==> src/sv/lis_pkg.sv <==
// Shared types for the longest increasing subsequence block.
// No dependencies; used by scoped names from every RTL file.
package lis_pkg;

  typedef enum logic [2:0] {
    ST_IDLE,
    ST_SCAN,
    ST_WRITE,
    ST_TRACE_RD,
    ST_TRACE_WR,
    ST_EMIT
  } state_e;

  typedef struct packed {
    logic rd_en;
    logic wr_en;
  } mem_ctl_t;

endpackage

==> src/sv/lis_store.sv <==
// Element store: value memory plus link memory (chain length, predecessor).
// One write and one read port each, registered read data. Uses lis_pkg.
module lis_store #(
  parameter int VALUE_BITS = 32,
  parameter int IW         = 6,
  parameter int CW         = 7
) (
  input  logic                  clk_i,
  input  lis_pkg::mem_ctl_t     ctl_i,
  input  logic [IW-1:0]         rd_addr_i,
  input  logic [IW-1:0]         wr_addr_i,
  input  logic [VALUE_BITS-1:0] wr_value_i,
  input  logic [CW-1:0]         wr_len_i,
  input  logic [IW-1:0]         wr_pred_i,
  output logic [VALUE_BITS-1:0] rd_value_o,
  output logic [CW-1:0]         rd_len_o,
  output logic [IW-1:0]         rd_pred_o
);

  localparam int Depth = 2 ** IW;

  logic [VALUE_BITS-1:0] value_mem [Depth];
  logic [CW+IW-1:0]      link_mem  [Depth];

  always_ff @(posedge clk_i) begin
    if (ctl_i.wr_en) begin
      value_mem[wr_addr_i] <= wr_value_i;
      link_mem[wr_addr_i]  <= {wr_len_i, wr_pred_i};
    end
  end

  always_ff @(posedge clk_i) begin
    if (ctl_i.rd_en) begin
      rd_value_o            <= value_mem[rd_addr_i];
      {rd_len_o, rd_pred_o} <= link_mem[rd_addr_i];
    end
  end

endmodule

==> config.mk <==
export PLATFORM = sky130hd
export DESIGN_NAME = lis_store
export DESIGN_NICKNAME = d
export VERILOG_FILES = /design/src/sv/lis_pkg.sv /design/src/sv/lis_store.sv
export SDC_FILE = /design/constraint.sdc
export NUM_CORES = 2
export LEC_CHECK = 0
export BUFFER_PORTS_ARGS = -buffer_cell sky130_fd_sc_hd__buf_4
export CORE_UTILIZATION = 45
export DETAILED_ROUTE_END_ITERATION = 12
export MAX_ROUTING_LAYER = met4
export PLACE_DENSITY = 0.62
export SYNTH_ARGS = -nofsm -noshare
export SYNTH_HDL_FRONTEND = slang
export SYNTH_SLANG_ARGS = --single-unit
==> constraint.sdc <==
create_clock -name clk_i -period 4.8 [get_ports clk_i]
set_input_delay 0.96 -clock clk_i [delete_from_list [all_inputs] [get_ports clk_i]]
set_output_delay 0.96 -clock clk_i [all_outputs]
set_load 0.01 [all_outputs]
==> reports/qor.yml <==
p_per_area_nw_per_um2: 423
ios: 105
required_ns: 5.44
crit_type: "in2reg"
synth.net_count: 4733
die_h_um: 497
layout.nets: 5098
core_area_um2: 244000
dp_slack_ns: 1.07
report.final.slew_viol_count: 0
status: "finished clean"
synth_top_family_by_area: "multiplexers"
max_stage_delay_ns: 0.57
post_cts_buffers: 0
start_kind: "primary input"
cp.arrival_ns: 3.38
fin_crit_ns: 2.74
cp_max_fo: 53
synth_cell_types: 38
drt-pass1-iter-count: 6
yosysSeqAreaShare_pct: 79.5
crit_slowest_cell: "mux4_2"
htreeDepth: 5
finalCritPeriodShare_pct: 57.2
synthMuxAreaShare_pct: 15.2
hold_buffers: 0
crit_top_cell: "a21oi_1"
timing.hold.ws_ns: 0.516
clkSinkCount: 2925
max_cap_violations: 0
grt_pass1_vias: 53617
drc: 0
post_drt_wl_per_cell_um: 34.3
synth-adder-area-share_pct: 0
path_clk_slew_ns: 0.06
p_leak_nw: 39.0
placementRows: 181
hold_depth: 1
grt_first_pass_wirelength_mm: 408
rsz0062_at_grt: "false"
num_vias: 53139
tightest_slew_ns: 1.05
cp_top_family: "compound AO/OA/AOI/OAI gates"
syn_area_um2: 110000
fillerInstances: 18740
finalClockSkew_ns: 0.0776
fmax_mhz: 364
synth_seq_cells: 2925
hold_violations: 0
crit_chain: "buf_12, buf_4, mux4_2, o221ai_1, a21oi_1, a21oi_1, a221oi_1"
die_area_um2: 247000
synth_compound_area_share_pct: 2.98
clkLatencyLatePin_ns: 0.94
total_power_w: 0.0534
ant_nets: 0
critical_path_depth: 7
grt_max_degree: 91
die_width_um: 497
yosys.area_share.simple_pct: 0.959
finalSetupViolations: 0
grt_usage_pct: 24.2
vias_per_cell: 6.28
crit_start: "rd_addr_i[0]"
initial_utilization_pct: 45.3
fin_setup_tns_ns: 0
cp-end-kind: "flip-flop"
min_from: "wr_value_i[1]"
overflow: 0
drive_above_1_share_pct: 29.3
cts_tree: "built"
wirelength_mm: 290
postCtsResizedCells: 0
r2r_cells: 5
yosys.area_share.xor_xnor_pct: 0
postSynthCellCount: 4673
hpwlAfterDp_mm: 156
synthToLayoutAreaGrowth_pct: 14.2
drt_first_iter_violations: 6350
ys_warn_count: 0
io_buffers: 104
antenna_found_initial: 11
numCtsBuffers: 315
cts_buffer_depth: 4
gp_congestion: 0.792
cts-root-buf: "clkbuf_16"
path_buf_inv: 2
syn_area_per_cell_um2: 23.6
min_path_type: "in2reg"
setup_slack_ns: 2.06
r2r_start: "value_mem[23][4]"
max_slew_margin_pct: 30.1
ir_drop_mv: 0.382
## power breakdown
part           leakage (nW)  switching (W)  total, W  internal, W
Sequential             26.3      0.0000935    0.0284       0.0283
Clock                  4.59        0.00948    0.0225       0.0130
Combinational          8.04        0.00152   0.00247     0.000944
## synth_stat cells, drive strengths merged
cell | number | area share [%]
edfxtp | 2925 | 80
mux4 | 702 | 14
buf | 183 | 1.1
nor2 | 134 | 0.46
o22ai | 113 | 0.64
clkbuf | 83 | 0.28
a221oi | 79 | 0.63
a21oi | 69 | 0.31
a22oi | 62 | 0.42
a22o | 55 | 0.44
mux2i | 55 | 0.50
nand2 | 48 | 0.16
mux2 | 33 | 0.34
a211oi | 28 | 0.19
o221ai | 26 | 0.21
nor2b | 19 | 0.11
nand3 | 9 | 0.041
nand2b | 8 | 0.045
a31o | 7 | 0.056
a311oi | 6 | 0.048
nand3b | 6 | 0.041
or3b | 5 | 0.040
and2 | 3 | 0.017
or2 | 3 | 0.017
nor3 | 2 | 0.0091
o21ai | 2 | 0.0091
or3 | 2 | 0.011
a2111oi | 1 | 0.014
a311o | 1 | 0.0091
a31oi | 1 | 0.0057
and3 | 1 | 0.0057
nand4 | 1 | 0.0057
o211a | 1 | 0.0091
## cell usage in the layout (no fill, tap or decap), types with 55 or more instances in the layout
cell / Yosys / final
o22ai_1: 113 / 113
mux2i_1: 55 / 55
buf_4: 51 / 243
a21oi_1: 69 / 69
clkinv_1: 0 / 69
a221oi_1: 79 / 79
a22oi_1: 62 / 62
a22o_1: 55 / 55
nor2_1: 134 / 68
clkbuf_16: 0 / 320
nor2_4: 0 / 66
edfxtp_1: 2925 / 2925
clkbuf_1: 81 / 63
mux4_2: 702 / 702
buf_12: 0 / 69
## flip-flops by register name, indices dropped and copies added (netlist names)
name and cells:
rd_len_o 7, value_mem 2048, rd_value_o 32, link_mem 832, rd_pred_o 6
## final timing paths
check,end,slack (ns)
worst max register to register,rd_value_o[4],2.65
worst min register to register,rd_value_o[23],0.84
worst min-delay path,value_mem[2][1],0.52
worst max-delay path,rd_value_o[7],2.06
## final cells by class
| class | count | area, um^2 | share of cell area [%] |
|---|---|---|---|
| repair buffers | 314 | 3240 | 2.57 |
| flip-flops and latches | 2925 | 87800 | 69.7 |
| well taps | 3202 | 4010 | 3.18 |
| multi-input cells | 1482 | 21600 | 17.1 |
| clock inverters | 149 | 1130 | 0.897 |
| clock buffers | 383 | 8240 | 6.54 |
| diodes | 7 | 17.5 | 0.0139 |
## cell families after synthesis
| family | after synthesis |
|---|---|
| flops | 2925 |
| compound gates | 451 |
| simple gates | 241 |
| buf+inv | 266 |
| mux | 790 |
## routing by layer
| metal | wire (um) | GRT usage (%) |
|---|---|---|
| met4 | 8290 | 7.04 |
| met3 | 23000 | 3.82 |
| met1 | 118000 | 33.3 |
| met5 | 0 | - |
| met2 | 141000 | 37.5 |
## through the flow
stage	instance area, um^2	cells	utilization (%)
after detailed placement	117000	7923	47.9
after global routing	126000	8461	51.7
after global placement	117000	7923	47.9
after CTS	126000	8455	51.7
final	126000	8462	51.7
after floorplan	110000	4673	-
Power figures use the tool's default switching activity.
