$ cat config.mk
export PLATFORM = sky130hd
export DESIGN_NAME = lis_trace_buf
export DESIGN_NICKNAME = d
export VERILOG_FILES = /design/src/sv/lis_pkg.sv /design/src/sv/lis_trace_buf.sv
export SDC_FILE = /design/constraint.sdc
export NUM_CORES = 2
export LEC_CHECK = 0
export BUFFER_PORTS_ARGS = -buffer_cell sky130_fd_sc_hd__buf_2
export CAP_MARGIN = 0
export CORE_ASPECT_RATIO = 0.6
export CORE_MARGIN = 2
export CORE_UTILIZATION = 60
export DETAILED_ROUTE_END_ITERATION = 16
export PLACE_DENSITY_LB_ADDON = 0.3
export SLEW_MARGIN = 30
export SYNTH_ARGS = -nofsm -noshare
export SYNTH_HDL_FRONTEND = slang
export SYNTH_SLANG_ARGS = --single-unit
$ cat constraint.sdc
create_clock -name clk_i -period 6.5 [get_ports clk_i]
set_input_delay 0.975 -clock clk_i [delete_from_list [all_inputs] [get_ports clk_i]]
set_output_delay 0.975 -clock clk_i [all_outputs]
set_load 0.02 [all_outputs]
$ cat src/sv/lis_pkg.sv
// Shared types for the longest increasing subsequence block.
// No dependencies; used by scoped names from every RTL file.
package lis_pkg;

  typedef enum logic [2:0] {
    ST_IDLE,
    ST_SCAN,
    ST_WRITE,
    ST_TRACE_RD,
    ST_TRACE_WR,
    ST_EMIT
  } state_e;

  typedef struct packed {
    logic rd_en;
    logic wr_en;
  } mem_ctl_t;

endpackage

$ cat src/sv/lis_trace_buf.sv
// Trace buffer: chain values written back to front, read front to back.
// One write and one read port, registered read data. Uses lis_pkg.
module lis_trace_buf #(
  parameter int VALUE_BITS = 32,
  parameter int IW         = 6
) (
  input  logic                  clk_i,
  input  lis_pkg::mem_ctl_t     ctl_i,
  input  logic [IW-1:0]         wr_addr_i,
  input  logic [VALUE_BITS-1:0] wr_data_i,
  input  logic [IW-1:0]         rd_addr_i,
  output logic [VALUE_BITS-1:0] rd_data_o
);

  localparam int Depth = 2 ** IW;

  logic [VALUE_BITS-1:0] buf_mem [Depth];

  always_ff @(posedge clk_i) begin
    if (ctl_i.wr_en) begin
      buf_mem[wr_addr_i] <= wr_data_i;
    end
  end

  always_ff @(posedge clk_i) begin
    if (ctl_i.rd_en) begin
      rd_data_o <= buf_mem[rd_addr_i];
    end
  end

endmodule

==> impl_results.md <==
- Outcome: completed
- Reg clk slew, reported paths: ~0.060 ns
- Worst min-delay path startpoint: wr_data_i[13]
- Post-Syn Nets: 3371
- IO Count: 79
- GP Congestion: 0.8502
- Largest family of logic cells by synthesized area: multiplexers
- Initial drt markers: 6800
- Synth unique cells: 33
- Hold crit path type: primary input to register
- Number of setup buffers added after CTS: 0
- Clock Path Buffers: 3
- Hold slack final: 0.7414 ns
- Worst-path cell chain: buf_8 -> buf_12 -> buf_4 -> mux4_2 -> mux4_2 -> o22ai_1 -> nor2_1
- Syn-to-layout area delta: 11.27%
- Crit Path Category: primary input to register
- Netlist Area Pre-Place: 78840 sq um
- Die Area: 134400 sq um
- Post-Synth XOR/XNOR Area: 0
- Detailed Routing Iterations Pass 1: 6
- Worst slew margin: 0.3297
- Core area: 129700 sq um
- Util after Layout: 0.6765
- H-tree depth: 4
- Hold Path Stages: 1
- Post-Synth Simple-Gate Area: 0.01260
- Setup crit start: rd_addr_i[0]
- First-pass GRT wire length: between 200 and 300 mm
- Vias in the first global route: ~38000
- Largest net degree at the start of global routing: 104
- Rows: 102
- Synth Instances: 3324
- Synthesis Warnings: 0
- Hold-fix buffers, CTS: 0
- Grt total ovfl: 0
- Fillers: between 7000 and 8000
- DIE WIDTH: 472.0 um
- Lkg Pwr: 27.15 nW
- Die height: 284.8 um
- Post-CTS Resized: 0
- Via count: 38080
- Adder-cell share of the synthesized area: 0
- Post-synthesis mux area share: 0.1672
- Initial Util: 0.6080
- Crit path required time: 6.98 ns
- IO buf count: about 80
- Sum Neg Setup Slack: 0 ns
- DRC: 0
- Seq/Total Area, Yosys: 0.7923
- Final hold violations: 0
- Post-synth EDFFs: roughly 2100
- Worst path max stage delay: 0.70 ns
- ANT nets after route: 0
- Slew Limit Fails: 0
- Peak Freq: 256.6 MHz
- GRT Util Overall: 0.3101
- Avg Vias per Cell: just over 7
- Crit path launch type: primary input
- Total CTS buffers: 174
- Final Net Count: between 3000 and 4000
- Slew @ Worst Pin: 1.006 ns
- RSZ-0062 raised after global routing: false
- Max-cap viol count: 0
- WL per Instance: 38.06 um
- Antenna violations before repair: 17
- Primary FF master, synth: edfxtp_1
- Peak VDD IR: between 0.0002 and 0.0003 V
- Clock tree from TritonCTS: built
- Post-synth ARST share: 0
- Synthesized flop and latch total: 2080
- Fin crit period: 3.897 ns
- Critical Path Slowest Stage Cell: o22ai_1
- Worst skew pair latency: about 0.8 ns
- Critical path peak fanout: 64
- DP HPWL: 113.3 mm
- Arrival @ worst endpoint: 4.38 ns
- RR Startpoint: buf_mem[14][16]
- Most frequent CP cell: mux4_2
- Clock tree skew after final layout: 0.02226 ns
- Root Buffer: clkbuf_16
- Mapped Avg Cell Area: 23.72 sq um
- CP Capture Type: register
- Routed WL: 204.9 mm
- Share of cells above drive strength 1: 0.2884
- Tcrit/Tclk final: 0.5996
- Reg2Reg Depth: 4
- Compound-Gate Fraction of Synth Area: 0.01666
- PwrDens: slightly above 300 nW/um^2
- Final setup vio count: 0
- CTS sink count: 2080
metal layers:
metal,global-route usage,part of all wire,vias to the layer above
met4,0.1024,0.032,10
met1,0.4563,0.36,20070
met5,0,0.00032,-
li1,-,-,14680
met3,0.08533,0.14,358
met2,0.4612,0.46,2971
critical path, delay by kind of cell:
family | cells | cell delay (ns)
compound gates | 1 | 0.70
buf+inv | 3 | 1.25
mux | 2 | 1.08
simple gates | 1 | 0.21
kinds of logic after synthesis:
| kind of cell | after synthesis |
|---|---|
| flip-flops | 2080 |
| multiplexers | 637 |
| AND/OR/NAND/NOR | 223 |
| AO/OA/AOI/OAI | 202 |
| buffers and inverters | 182 |
cell usage in the layout, fill, tap and decap left out, types with 6 or more instances in the layout:
master     instances
a21oi_1           62
a22oi_1           12
a311oi_1           8
buf_12            11
buf_2             52
buf_4            134
bufinv_16         16
clkbuf_1          38
clkbuf_16        180
clkinv_1          44
clkinv_2          28
diode_2            6
edfxtp_1        2080
mux2i_1           93
mux4_2           544
nand2_1           25
nand2b_1           8
nor2_1            74
nor2_4            62
nor2b_1           13
o221ai_1          27
o22ai_1           82
through the flow:
stage	std cells	setup WS, ns	cell area, sq um	total power, mW
floorplan	3324	2.365	78840	15.93
global placement	5058	1.790	82050	16.55
detailed placement	5058	1.846	82110	16.60
CTS	5376	2.696	87670	26.78
global route	5380	2.507	87710	27.36
finish	5383	2.603	87720	26.73
synthesized netlist by cell type (4+ instances only):
| master | instances | share of area |
|---|---|---|
| a21oi_1 | 62 | 0.0039 |
| a22oi_1 | 12 | 0.0011 |
| a311oi_1 | 8 | 0.00089 |
| a41o_1 | 4 | 0.00051 |
| and3_1 | 4 | 0.00032 |
| buf_1 | 21 | 0.0010 |
| buf_2 | 57 | 0.0036 |
| buf_4 | 25 | 0.0024 |
| buf_6 | 5 | 0.00071 |
| clkbuf_1 | 74 | 0.0035 |
| edfxtp_1 | 2080 | 0.79 |
| mux2i_1 | 93 | 0.012 |
| mux4_2 | 544 | 0.16 |
| nand2_1 | 26 | 0.0012 |
| nand2b_1 | 8 | 0.00063 |
| nand3_1 | 5 | 0.00032 |
| nand3b_1 | 5 | 0.00048 |
| nor2_1 | 137 | 0.0065 |
| nor2b_1 | 15 | 0.0012 |
| nor3_1 | 7 | 0.00044 |
| o221ai_1 | 27 | 0.0030 |
| o22ai_1 | 84 | 0.0067 |
| o32ai_1 | 4 | 0.00044 |
final timing paths:
kind / endpoint / slack [ns]
max reg2reg: rd_data_o[16] / 3.84
min: buf_mem[0][13] / 0.74
min reg2reg: rd_data_o[4] / 0.85
max: rd_data_o[16] / 2.60
flip-flops by register name, indices dropped and copies added (netlist names):
signal	flops
rd_data_o	32
buf_mem	2048
area by class of cell:
cell class,instances,area [sq um],area share
repair buffers,201,1545,0.01762
multi-input cells,1062,16000,0.1823
flip-flops and latches,2080,62460,0.7120
diodes,6,15.01,0.0001712
well taps,1716,2147,0.02448
clock buffers,218,4647,0.05298
clock inverters,100,909.6,0.01037
where the power goes:
part / switching (mW) / leakage (nW) / total (mW) / internal, mW
clock: 4.69 / 2.71 / 10.4 / 5.70
combinational: 0.917 / 5.70 / 1.41 / 0.489
sequential: 0.0550 / 18.7 / 14.9 / 14.9
Power figures use the tool's default switching activity.
